**config.mk**
```make
export PLATFORM = sky130hd
export DESIGN_NAME = dedup_toggle_queue_flat
export DESIGN_NICKNAME = d
export VERILOG_FILES = /design/src/dtq_pkg.sv /design/src/dtq_cmd_if.sv /design/src/dtq_res_if.sv /design/src/dtq_cell.sv /design/src/dedup_toggle_queue.sv /design/src/flat_wrapper.sv
export SDC_FILE = /design/constraint.sdc
export NUM_CORES = 2
export LEC_CHECK = 0
export BUFFER_PORTS_ARGS = -buffer_cell sky130_fd_sc_hd__clkbuf_2
export CAP_MARGIN = 10
export CORE_MARGIN = 2
export CORE_UTILIZATION = 55
export DETAILED_ROUTE_END_ITERATION = 12
export GPL_ROUTABILITY_DRIVEN = 0
export GPL_TIMING_DRIVEN = 0
export PLACE_DENSITY_LB_ADDON = 0.15
export SLEW_MARGIN = 10
export SYNTH_ARGS = -nofsm -noshare
export SYNTH_HDL_FRONTEND = slang
export SYNTH_SLANG_ARGS = --single-unit
```
**constraint.sdc**
```tcl
create_clock -name i_clk -period 4.6 [get_ports i_clk]
set_clock_uncertainty 0.2 [all_clocks]
set_input_delay 0.23 -clock i_clk [delete_from_list [all_inputs] [get_ports i_clk]]
set_output_delay 0.23 -clock i_clk [all_outputs]
set_load 0.01 [all_outputs]
```
**src/dtq_pkg.sv**
```systemverilog
// ----------------------------------------------------------------------------
// dtq_pkg
// Shared types and codes for the dedup toggle queue: opcodes, result status
// codes and the structs that pass to and between the queue cells.
// ----------------------------------------------------------------------------
package dtq_pkg;

    localparam int SYM_W  = 8;
    localparam int LIVE_W = 7;

    // Command opcodes
    typedef enum logic {
        OP_INSERT = 1'b0,
        OP_POP    = 1'b1
    } t_opcode;

    // Result status codes
    typedef enum logic [2:0] {
        ST_APPENDED = 3'd0,
        ST_REMOVED  = 3'd1,
        ST_POPPED   = 3'd2,
        ST_EMPTY    = 3'd3,
        ST_FULL     = 3'd4
    } t_status;

    // Contents of one cell as seen by its neighbors
    typedef struct packed {
        logic             valid;
        logic             hole;
        logic [SYM_W-1:0] data;
    } t_cell_link;

    // Broadcast command to every cell
    typedef struct packed {
        logic             pop;
        logic             append;
        logic             remove;
        logic [SYM_W-1:0] symbol;
    } t_cell_cmd;

endpackage

```
**src/dtq_cmd_if.sv**
```systemverilog
// ----------------------------------------------------------------------------
// dtq_cmd_if
// Valid/ready channel carrying one queue command transaction.
// ----------------------------------------------------------------------------
interface dtq_cmd_if;
    logic                          valid;
    logic                          ready;
    dtq_pkg::t_opcode              opcode;
    logic [dtq_pkg::SYM_W-1:0]     symbol;

    modport source (output valid, output opcode, output symbol, input ready);
    modport sink   (input valid, input opcode, input symbol, output ready);
endinterface

```
**src/dtq_res_if.sv**
```systemverilog
// ----------------------------------------------------------------------------
// dtq_res_if
// Valid/ready channel carrying one queue result transaction.
// ----------------------------------------------------------------------------
interface dtq_res_if;
    logic                          valid;
    logic                          ready;
    dtq_pkg::t_status              status;
    logic [dtq_pkg::SYM_W-1:0]     symbol_out;
    logic [dtq_pkg::LIVE_W-1:0]    live_count;

    modport source (output valid, output status, output symbol_out, output live_count,
                    input ready);
    modport sink   (input valid, input status, input symbol_out, input live_count,
                    output ready);
endinterface

```
**src/dtq_cell.sv**
```systemverilog
// ----------------------------------------------------------------------------
// dtq_cell
// One slot of the queue. Holds a symbol with valid and hole flags, compares
// against the broadcast symbol, and shifts from its right neighbor on pop or
// while a gap left by a removal ripples toward the tail.
// ----------------------------------------------------------------------------
module dtq_cell (
    input  logic                i_clk,
    input  logic                i_rst_n,
    input  dtq_pkg::t_cell_cmd  i_cmd,
    input  logic                i_left_valid,
    input  logic                i_left_hole,
    input  dtq_pkg::t_cell_link i_right,
    output dtq_pkg::t_cell_link o_link,
    output logic                o_match
);
    import dtq_pkg::*;

    logic             r_valid, n_valid;
    logic             r_hole,  n_hole;
    logic [SYM_W-1:0] r_data,  n_data;

    // Live, settled entry equal to the broadcast symbol
    assign o_match = r_valid && !r_hole && (r_data == i_cmd.symbol);

    // Next cell contents
    always_comb begin
        n_valid = r_valid;
        n_hole  = r_hole;
        n_data  = r_data;
        priority if (r_hole) begin
            // gap here: pull the right neighbor in, or retire at the tail
            n_hole = 1'b0;
            if (i_right.valid) begin
                n_data = i_right.data;
            end else begin
                n_valid = 1'b0;
            end
        end else if (i_left_hole) begin
            // our entry moves left; the gap moves here
            n_hole = r_valid;
        end else if (i_cmd.pop) begin
            n_valid = i_right.valid;
            n_data  = i_right.data;
        end else if (i_cmd.append && !r_valid && i_left_valid) begin
            n_valid = 1'b1;
            n_data  = i_cmd.symbol;
        end else if (i_cmd.remove && o_match) begin
            n_hole = 1'b1;
        end else begin
            // nothing for this cell: hold
        end
    end

    always_ff @(posedge i_clk) begin
        if (!i_rst_n) begin
            r_valid <= 1'b0;
            r_hole  <= 1'b0;
        end else begin
            r_valid <= n_valid;
            r_hole  <= n_hole;
        end
        r_data <= n_data;
    end

    assign o_link.valid = r_valid;
    assign o_link.hole  = r_hole;
    assign o_link.data  = r_data;

endmodule

```
**src/dedup_toggle_queue.sv**
```systemverilog
// ----------------------------------------------------------------------------
// dedup_toggle_queue
// Ordered queue of distinct 8-bit symbols built as a row of CAPACITY cells.
// ----------------------------------------------------------------------------
// Every command yields one result transaction, held in an output register; a
// new command is taken in a cycle where that register is empty or its result
// leaves. Pop, append, insert on full and pop on empty may follow back to
// back while the receiver keeps up.
// Removing a duplicate found at position p (head is 0) leaves a gap there;
// the command channel then stalls while the gap moves one cell per cycle
// toward the tail of the cell row, until it passes the last live entry.
// All cells compare against the symbol in parallel. No clearing pass after
// reset.
// ----------------------------------------------------------------------------
module dedup_toggle_queue #(
    parameter int CAPACITY = 64
) (
    input  logic       i_clk,
    input  logic       i_rst_n,
    dtq_cmd_if.sink    i_cmd,
    dtq_res_if.source  o_res
);
    import dtq_pkg::*;

    localparam int CW = $clog2(CAPACITY + 1);

    t_cell_link              w_link [CAPACITY+1];
    logic [CAPACITY-1:0]     w_match;
    logic [CAPACITY-1:0]     w_hole;
    t_cell_cmd               w_cmd;

    logic [CW-1:0]           r_count, n_count;
    logic                    r_out_valid;
    t_status                 r_status, n_status;
    logic [SYM_W-1:0]        r_sym_out, n_sym_out;
    logic [LIVE_W-1:0]       r_live;
    logic [CW+LIVE_W-1:0]    w_count_ext;

    logic w_busy, w_accept, w_is_pop, w_empty, w_full, w_found;

    // Handshake
    assign w_busy        = |w_hole;
    assign i_cmd.ready   = !w_busy && (!r_out_valid || o_res.ready);
    assign w_accept      = i_cmd.valid && i_cmd.ready;

    // Decode
    assign w_is_pop = (i_cmd.opcode == OP_POP);
    assign w_empty  = (r_count == '0);
    assign w_full   = (r_count == CW'(CAPACITY));
    assign w_found  = |w_match;

    assign w_cmd.pop    = w_accept && w_is_pop && !w_empty;
    assign w_cmd.remove = w_accept && !w_is_pop && w_found;
    assign w_cmd.append = w_accept && !w_is_pop && !w_found && !w_full;
    assign w_cmd.symbol = i_cmd.symbol;

    // Cell row
    assign w_link[CAPACITY] = '0;
    for (genvar gi = 0; gi < CAPACITY; gi++) begin : g_cell
        logic w_left_valid, w_left_hole;
        if (gi == 0) begin : g_head
            assign w_left_valid = 1'b1;
            assign w_left_hole  = 1'b0;
        end else begin : g_body
            assign w_left_valid = w_link[gi-1].valid;
            assign w_left_hole  = w_link[gi-1].hole;
        end
        dtq_cell u_cell (
            .i_clk        (i_clk),
            .i_rst_n      (i_rst_n),
            .i_cmd        (w_cmd),
            .i_left_valid (w_left_valid),
            .i_left_hole  (w_left_hole),
            .i_right      (w_link[gi+1]),
            .o_link       (w_link[gi]),
            .o_match      (w_match[gi])
        );
        assign w_hole[gi] = w_link[gi].hole;
    end

    // Result and count
    always_comb begin
        n_count   = r_count;
        n_status  = ST_APPENDED;
        n_sym_out = '0;
        priority if (w_is_pop && w_empty) begin
            n_status = ST_EMPTY;
        end else if (w_is_pop) begin
            n_status  = ST_POPPED;
            n_sym_out = w_link[0].data;
            n_count   = r_count - CW'(1);
        end else if (w_found) begin
            n_status  = ST_REMOVED;
            n_sym_out = i_cmd.symbol;
            n_count   = r_count - CW'(1);
        end else if (w_full) begin
            n_status = ST_FULL;
        end else begin
            n_status = ST_APPENDED;
            n_count  = r_count + CW'(1);
        end
    end

    assign w_count_ext = {{LIVE_W{1'b0}}, n_count};

    // Count and output register
    always_ff @(posedge i_clk) begin
        if (!i_rst_n) begin
            r_count     <= '0;
            r_out_valid <= 1'b0;
        end else begin
            if (w_accept) begin
                r_count     <= n_count;
                r_out_valid <= 1'b1;
            end else if (o_res.ready) begin
                r_out_valid <= 1'b0;
            end
        end
        if (w_accept) begin
            r_status  <= n_status;
            r_sym_out <= n_sym_out;
            r_live    <= w_count_ext[LIVE_W-1:0];
        end
    end

    assign o_res.valid      = r_out_valid;
    assign o_res.status     = r_status;
    assign o_res.symbol_out = r_sym_out;
    assign o_res.live_count = r_live;

endmodule

```
**src/flat_wrapper.sv**
```systemverilog
// flat-port wrapper written by rule: the top's interface ports become plain ports
module dedup_toggle_queue_flat import dtq_pkg::*;
#(
    parameter int CAPACITY = 64
)
  (i_clk, i_rst_n, i_cmd_valid, i_cmd_opcode, i_cmd_symbol, i_cmd_ready, o_res_valid, o_res_status, o_res_symbol_out, o_res_live_count, o_res_ready);
  dtq_cmd_if i_cmd_i ();
  dtq_res_if o_res_i ();
  input  logic i_clk;
  input  logic i_rst_n;
  input wire logic [$bits(i_cmd_i.valid)-1:0] i_cmd_valid;
  input wire logic [$bits(i_cmd_i.opcode)-1:0] i_cmd_opcode;
  input wire logic [$bits(i_cmd_i.symbol)-1:0] i_cmd_symbol;
  output wire logic [$bits(i_cmd_i.ready)-1:0] i_cmd_ready;
  output wire logic [$bits(o_res_i.valid)-1:0] o_res_valid;
  output wire logic [$bits(o_res_i.status)-1:0] o_res_status;
  output wire logic [$bits(o_res_i.symbol_out)-1:0] o_res_symbol_out;
  output wire logic [$bits(o_res_i.live_count)-1:0] o_res_live_count;
  input wire logic [$bits(o_res_i.ready)-1:0] o_res_ready;
  assign i_cmd_i.valid = i_cmd_valid;
  assign i_cmd_i.opcode = i_cmd_opcode;
  assign i_cmd_i.symbol = i_cmd_symbol;
  assign i_cmd_ready = i_cmd_i.ready;
  assign o_res_valid = o_res_i.valid;
  assign o_res_status = o_res_i.status;
  assign o_res_symbol_out = o_res_i.symbol_out;
  assign o_res_live_count = o_res_i.live_count;
  assign o_res_i.ready = o_res_ready;
  dedup_toggle_queue #(.CAPACITY(CAPACITY)) u_core (.i_clk(i_clk), .i_rst_n(i_rst_n), .i_cmd(i_cmd_i), .o_res(o_res_i));
endmodule
```
==> run summary <==
status: finished, violations left
failing checks: setup timing
final worst slack: -0.159 ns
Pre-Repair DR Iteration Count: 7
initial core utilization: 0.555
Mapped Cells: 2945
Placeable Area: 64300 sq um
die height: 259 microns
clk_lat worst skew: 0.63 ns
Die X: 259 microns
first-pass GRT wire length: 184000 microns
Max Slew Vio Count: 0
multi-input logic area: 16000 sq um
fin crit period: 4.76 ns
Final Hold Fails: 0
IO buf count: 24
final WL: 131000 microns
Final period util: 1.03
die area: 66900 sq um
worst setup path class: in -> reg
TritonCTS clock tree: built
vias in the first global route: 25800
switching share of power: 0.289
maximum root-to-sink buffer count: 3
CP max FO: 10
synthesis-to-finish area growth: 11.3%
synth warn: 0
layout cells sized above 1: 0.262
Root Driver: clkbuf_16
Final #Nets: 3070
syn_nets: 2961
PnR Total Power: 16900 uW
total grt overflow: 0
crit-path leading delay family: simple AND/OR/NAND/NOR gates
Initial DRC Count: 4517
Residual DRC: 0
Max-cap violations: 0
FFs w/ async S/R, synth: 0
P_sw: 4880 uW
Ports: 33
Unique masters post-synth: 56
sequential area share after synthesis: 0.522
Setup crit end kind: flop
top_reg_cell synth: edfxtp_1
fillers: 5011
Comb pwr share: 0.185
TritonCTS buffer count: 74
Worst setup SP type: primary input
antenna violations before repair: 4
Least-Margin Pin Slew: 1.32 ns
Reg area: 18600 sq um
worst path cell trace: buf_4 > buf_6 > buf_4 > xnor2_1 > nand4_1 > nor3_1 > nor4_1 > nand4_1 > nor4_4 > and4_1 > buf_2 > buf_2 > nand3b_1 > a21oi_2
Post-synth EDFFs: 530
P_leak: 0.0126 uW
Reg clk slew, reported paths: 0.06 ns
CP max stage cell: nor4_1
Critical Path RT: 4.65 ns
Hold Crit Class: in -> reg
Rel. slew slack: 0.115
Post-DRT Antenna Nets: 0
H-tree depth: 3
Mapped Area: 35700 sq um
PwrDens: 425 nW/um^2
wire length per cell: 33.1 microns
Setup TNS Final: -21.51 ns
CP peak stage delay: 0.59 ns
TritonCTS Sinks: 666
Pint: 12000 uW
synthesized area per cell: 12.1 sq um
CP Buf/Inv Count: 5
critical path data arrival time: 4.81 ns
RSZ-0062 raised after global routing: true
GRT Resource Usage Total: 0.387
DR vias/cell: 6.76
power share of the sequential group: 0.461
fmax: 210 MHz
largest net degree at the start of global routing: 28
number of setup violations in the final report: 379
Detailed Place HPWL: 88700 microns
row count: 93
via count: 26800
Clock Power Share: 0.353
Peak VDD IR: 0.225 mV
#FFs+latches synth: 666
worst min-delay path: stages:
cell and delay, ns:
buf_4 0.21, nand2b_1 0.08, o2111ai_1 0.07, nor4_1 0.09, nand2_1 0.07, a211oi_1 0.06
flip-flops by register name, summed over array words and instances (netlist names):
name and flops:
u_core.g_cell.u_cell.r_data 512, u_core.r_count 7, u_core.o_res.live_count 7, u_core.g_cell.u_cell.r_hole 64, u_core.g_cell.u_cell.r_valid 64, u_core.o_res.valid 1
u_core.o_res.status 3, u_core.o_res.symbol_out 8
repair_timing:
item | CTS | global route
hold endpoints to repair | 6 | 0
buffers inserted | 7 | 3
hold buffers | 3 | 0
endpoints found under the setup margin | 1118 | 719
pin swaps | 6 | 1
gates resized for setup | 87 | 33
cell usage after synthesis, types with 21 or more instances:
master,instances,area share
a211oi_1,32,0.0067
a21oi_1,127,0.018
a22oi_1,56,0.012
buf_4,30,0.0063
clkbuf_1,150,0.016
dfxtp_1,136,0.076
edfxtp_1,530,0.45
inv_1,21,0.0022
mux2_2,499,0.16
nand2_1,72,0.0076
nand3_1,74,0.010
nand3b_1,77,0.016
nand4_1,69,0.012
nor2_1,147,0.015
nor3_1,124,0.017
nor4_1,37,0.0065
o21ai_0,83,0.012
o21ai_1,26,0.0036
xnor2_1,495,0.12
path summary, 6_finish.rpt:
check                                       start                                 to  slack (ns)  cells past startpoint
setup / recovery                  i_cmd_symbol[5]  u_core.g_cell[7].u_cell.r_data[3]       -0.16                     14
hold / removal                    i_cmd_symbol[5]    u_core.g_cell[55].u_cell.r_hole        0.03                      6
setup reg to reg  u_core.g_cell[24].u_cell.r_hole  u_core.g_cell[7].u_cell.r_data[3]       -0.12                     11
hold reg to reg   u_core.g_cell[36].u_cell.r_hole    u_core.g_cell[36].u_cell.r_hole        0.35                      1
layout by cell type, fill, tap and decap left out, drive strengths merged, types with 3 or more instances in the layout:
| master | Yosys | final |
|---|---|---|
| edfxtp | 530 | 530 |
| mux2 | 499 | 499 |
| xnor2 | 495 | 495 |
| clkbuf | 151 | 273 |
| nor2 | 156 | 156 |
| dfxtp | 136 | 136 |
| a21oi | 127 | 127 |
| nor3 | 125 | 125 |
| o21ai | 109 | 109 |
| buf | 80 | 87 |
| nand3b | 77 | 77 |
| nand3 | 74 | 74 |
| nand2 | 72 | 72 |
| nand4 | 69 | 69 |
| a22oi | 56 | 56 |
| nor4 | 38 | 38 |
| a211oi | 34 | 34 |
| clkinv | 1 | 28 |
| inv | 22 | 22 |
| nand2b | 17 | 17 |
| and2 | 9 | 9 |
| a22o | 8 | 8 |
| o211ai | 7 | 7 |
| or3 | 7 | 7 |
| o2111ai | 6 | 6 |
| nor2b | 5 | 5 |
| o221ai | 5 | 5 |
| xor2 | 4 | 4 |
| clkinvlp | 0 | 4 |
| and3 | 4 | 4 |
| bufinv | 0 | 4 |
| a311oi | 3 | 3 |
| ha | 3 | 3 |
| dlygate4sd3 | 0 | 3 |
power groups by stage:
stage               sequential (uW)  combinational, uW  clock [uW]
finish                         7790               3130        5970
global route                   7830               3270        6160
CTS                            7760               3010        5920
detailed placement             7880               2940           0
global placement               7870               2870           0
floorplan                      7730               2120           0
layout make-up:
class                      count  share of cell area
timing repair buffer          38             0.00595
sequential                   666               0.469
multi-input combinational   2025               0.403
inverter                      23             0.00227
tap                          855              0.0269
clock inverter                35             0.00684
clock buffer                 101              0.0526
antenna                        1           0.0000630
buffer                       226              0.0329
layer usage:
layer	part of all wire	up-vias	wire length, microns	global-route usage
li1	-	11100	-	-
met1	0.36	13100	47100	0.485
met2	0.43	2077	56200	0.581
met3	0.14	558	17800	0.123
met4	0.076	4	10000	0.245
met5	0.00021	-	28	0
cell families (layout without fill, tap and decap cells):
kind of cell / count (synthesis) / after routing / synth area share
flip-flops: 666 / 666 / 0.522
AND/OR/NAND/NOR: 658 / 658 / 0.0965
XOR/XNOR: 499 / 499 / 0.122
multiplexers: 499 / 499 / 0.157
AO/OA/AOI/OAI: 366 / 366 / 0.0620
buffers and inverters: 254 / 423 / 0.0384
adder cells (fa/ha/maj): 3 / 3 / 0.00105
other: 0 / 1 / 0
through the flow:
step / std cells / setup WS, ns / cell area [sq um] / utilization / hold slack [ns]
2_1_floorplan: 2945 / 0.911 / 35700 / - / 0.212
6_report: 3970 / -0.159 / 39700 / 0.617 / 0.0324
5_1_grt: 3969 / -0.0269 / 39700 / 0.617 / 0.0701
4_1_cts: 3970 / 0.00329 / 39600 / 0.616 / 0.0188
3_5_place_dp: 3824 / -1.92 / 36900 / 0.573 / 0.321
3_3_place_gp: 3824 / -1.92 / 36900 / 0.573 / 0.298
Power figures use the tool's default switching activity.
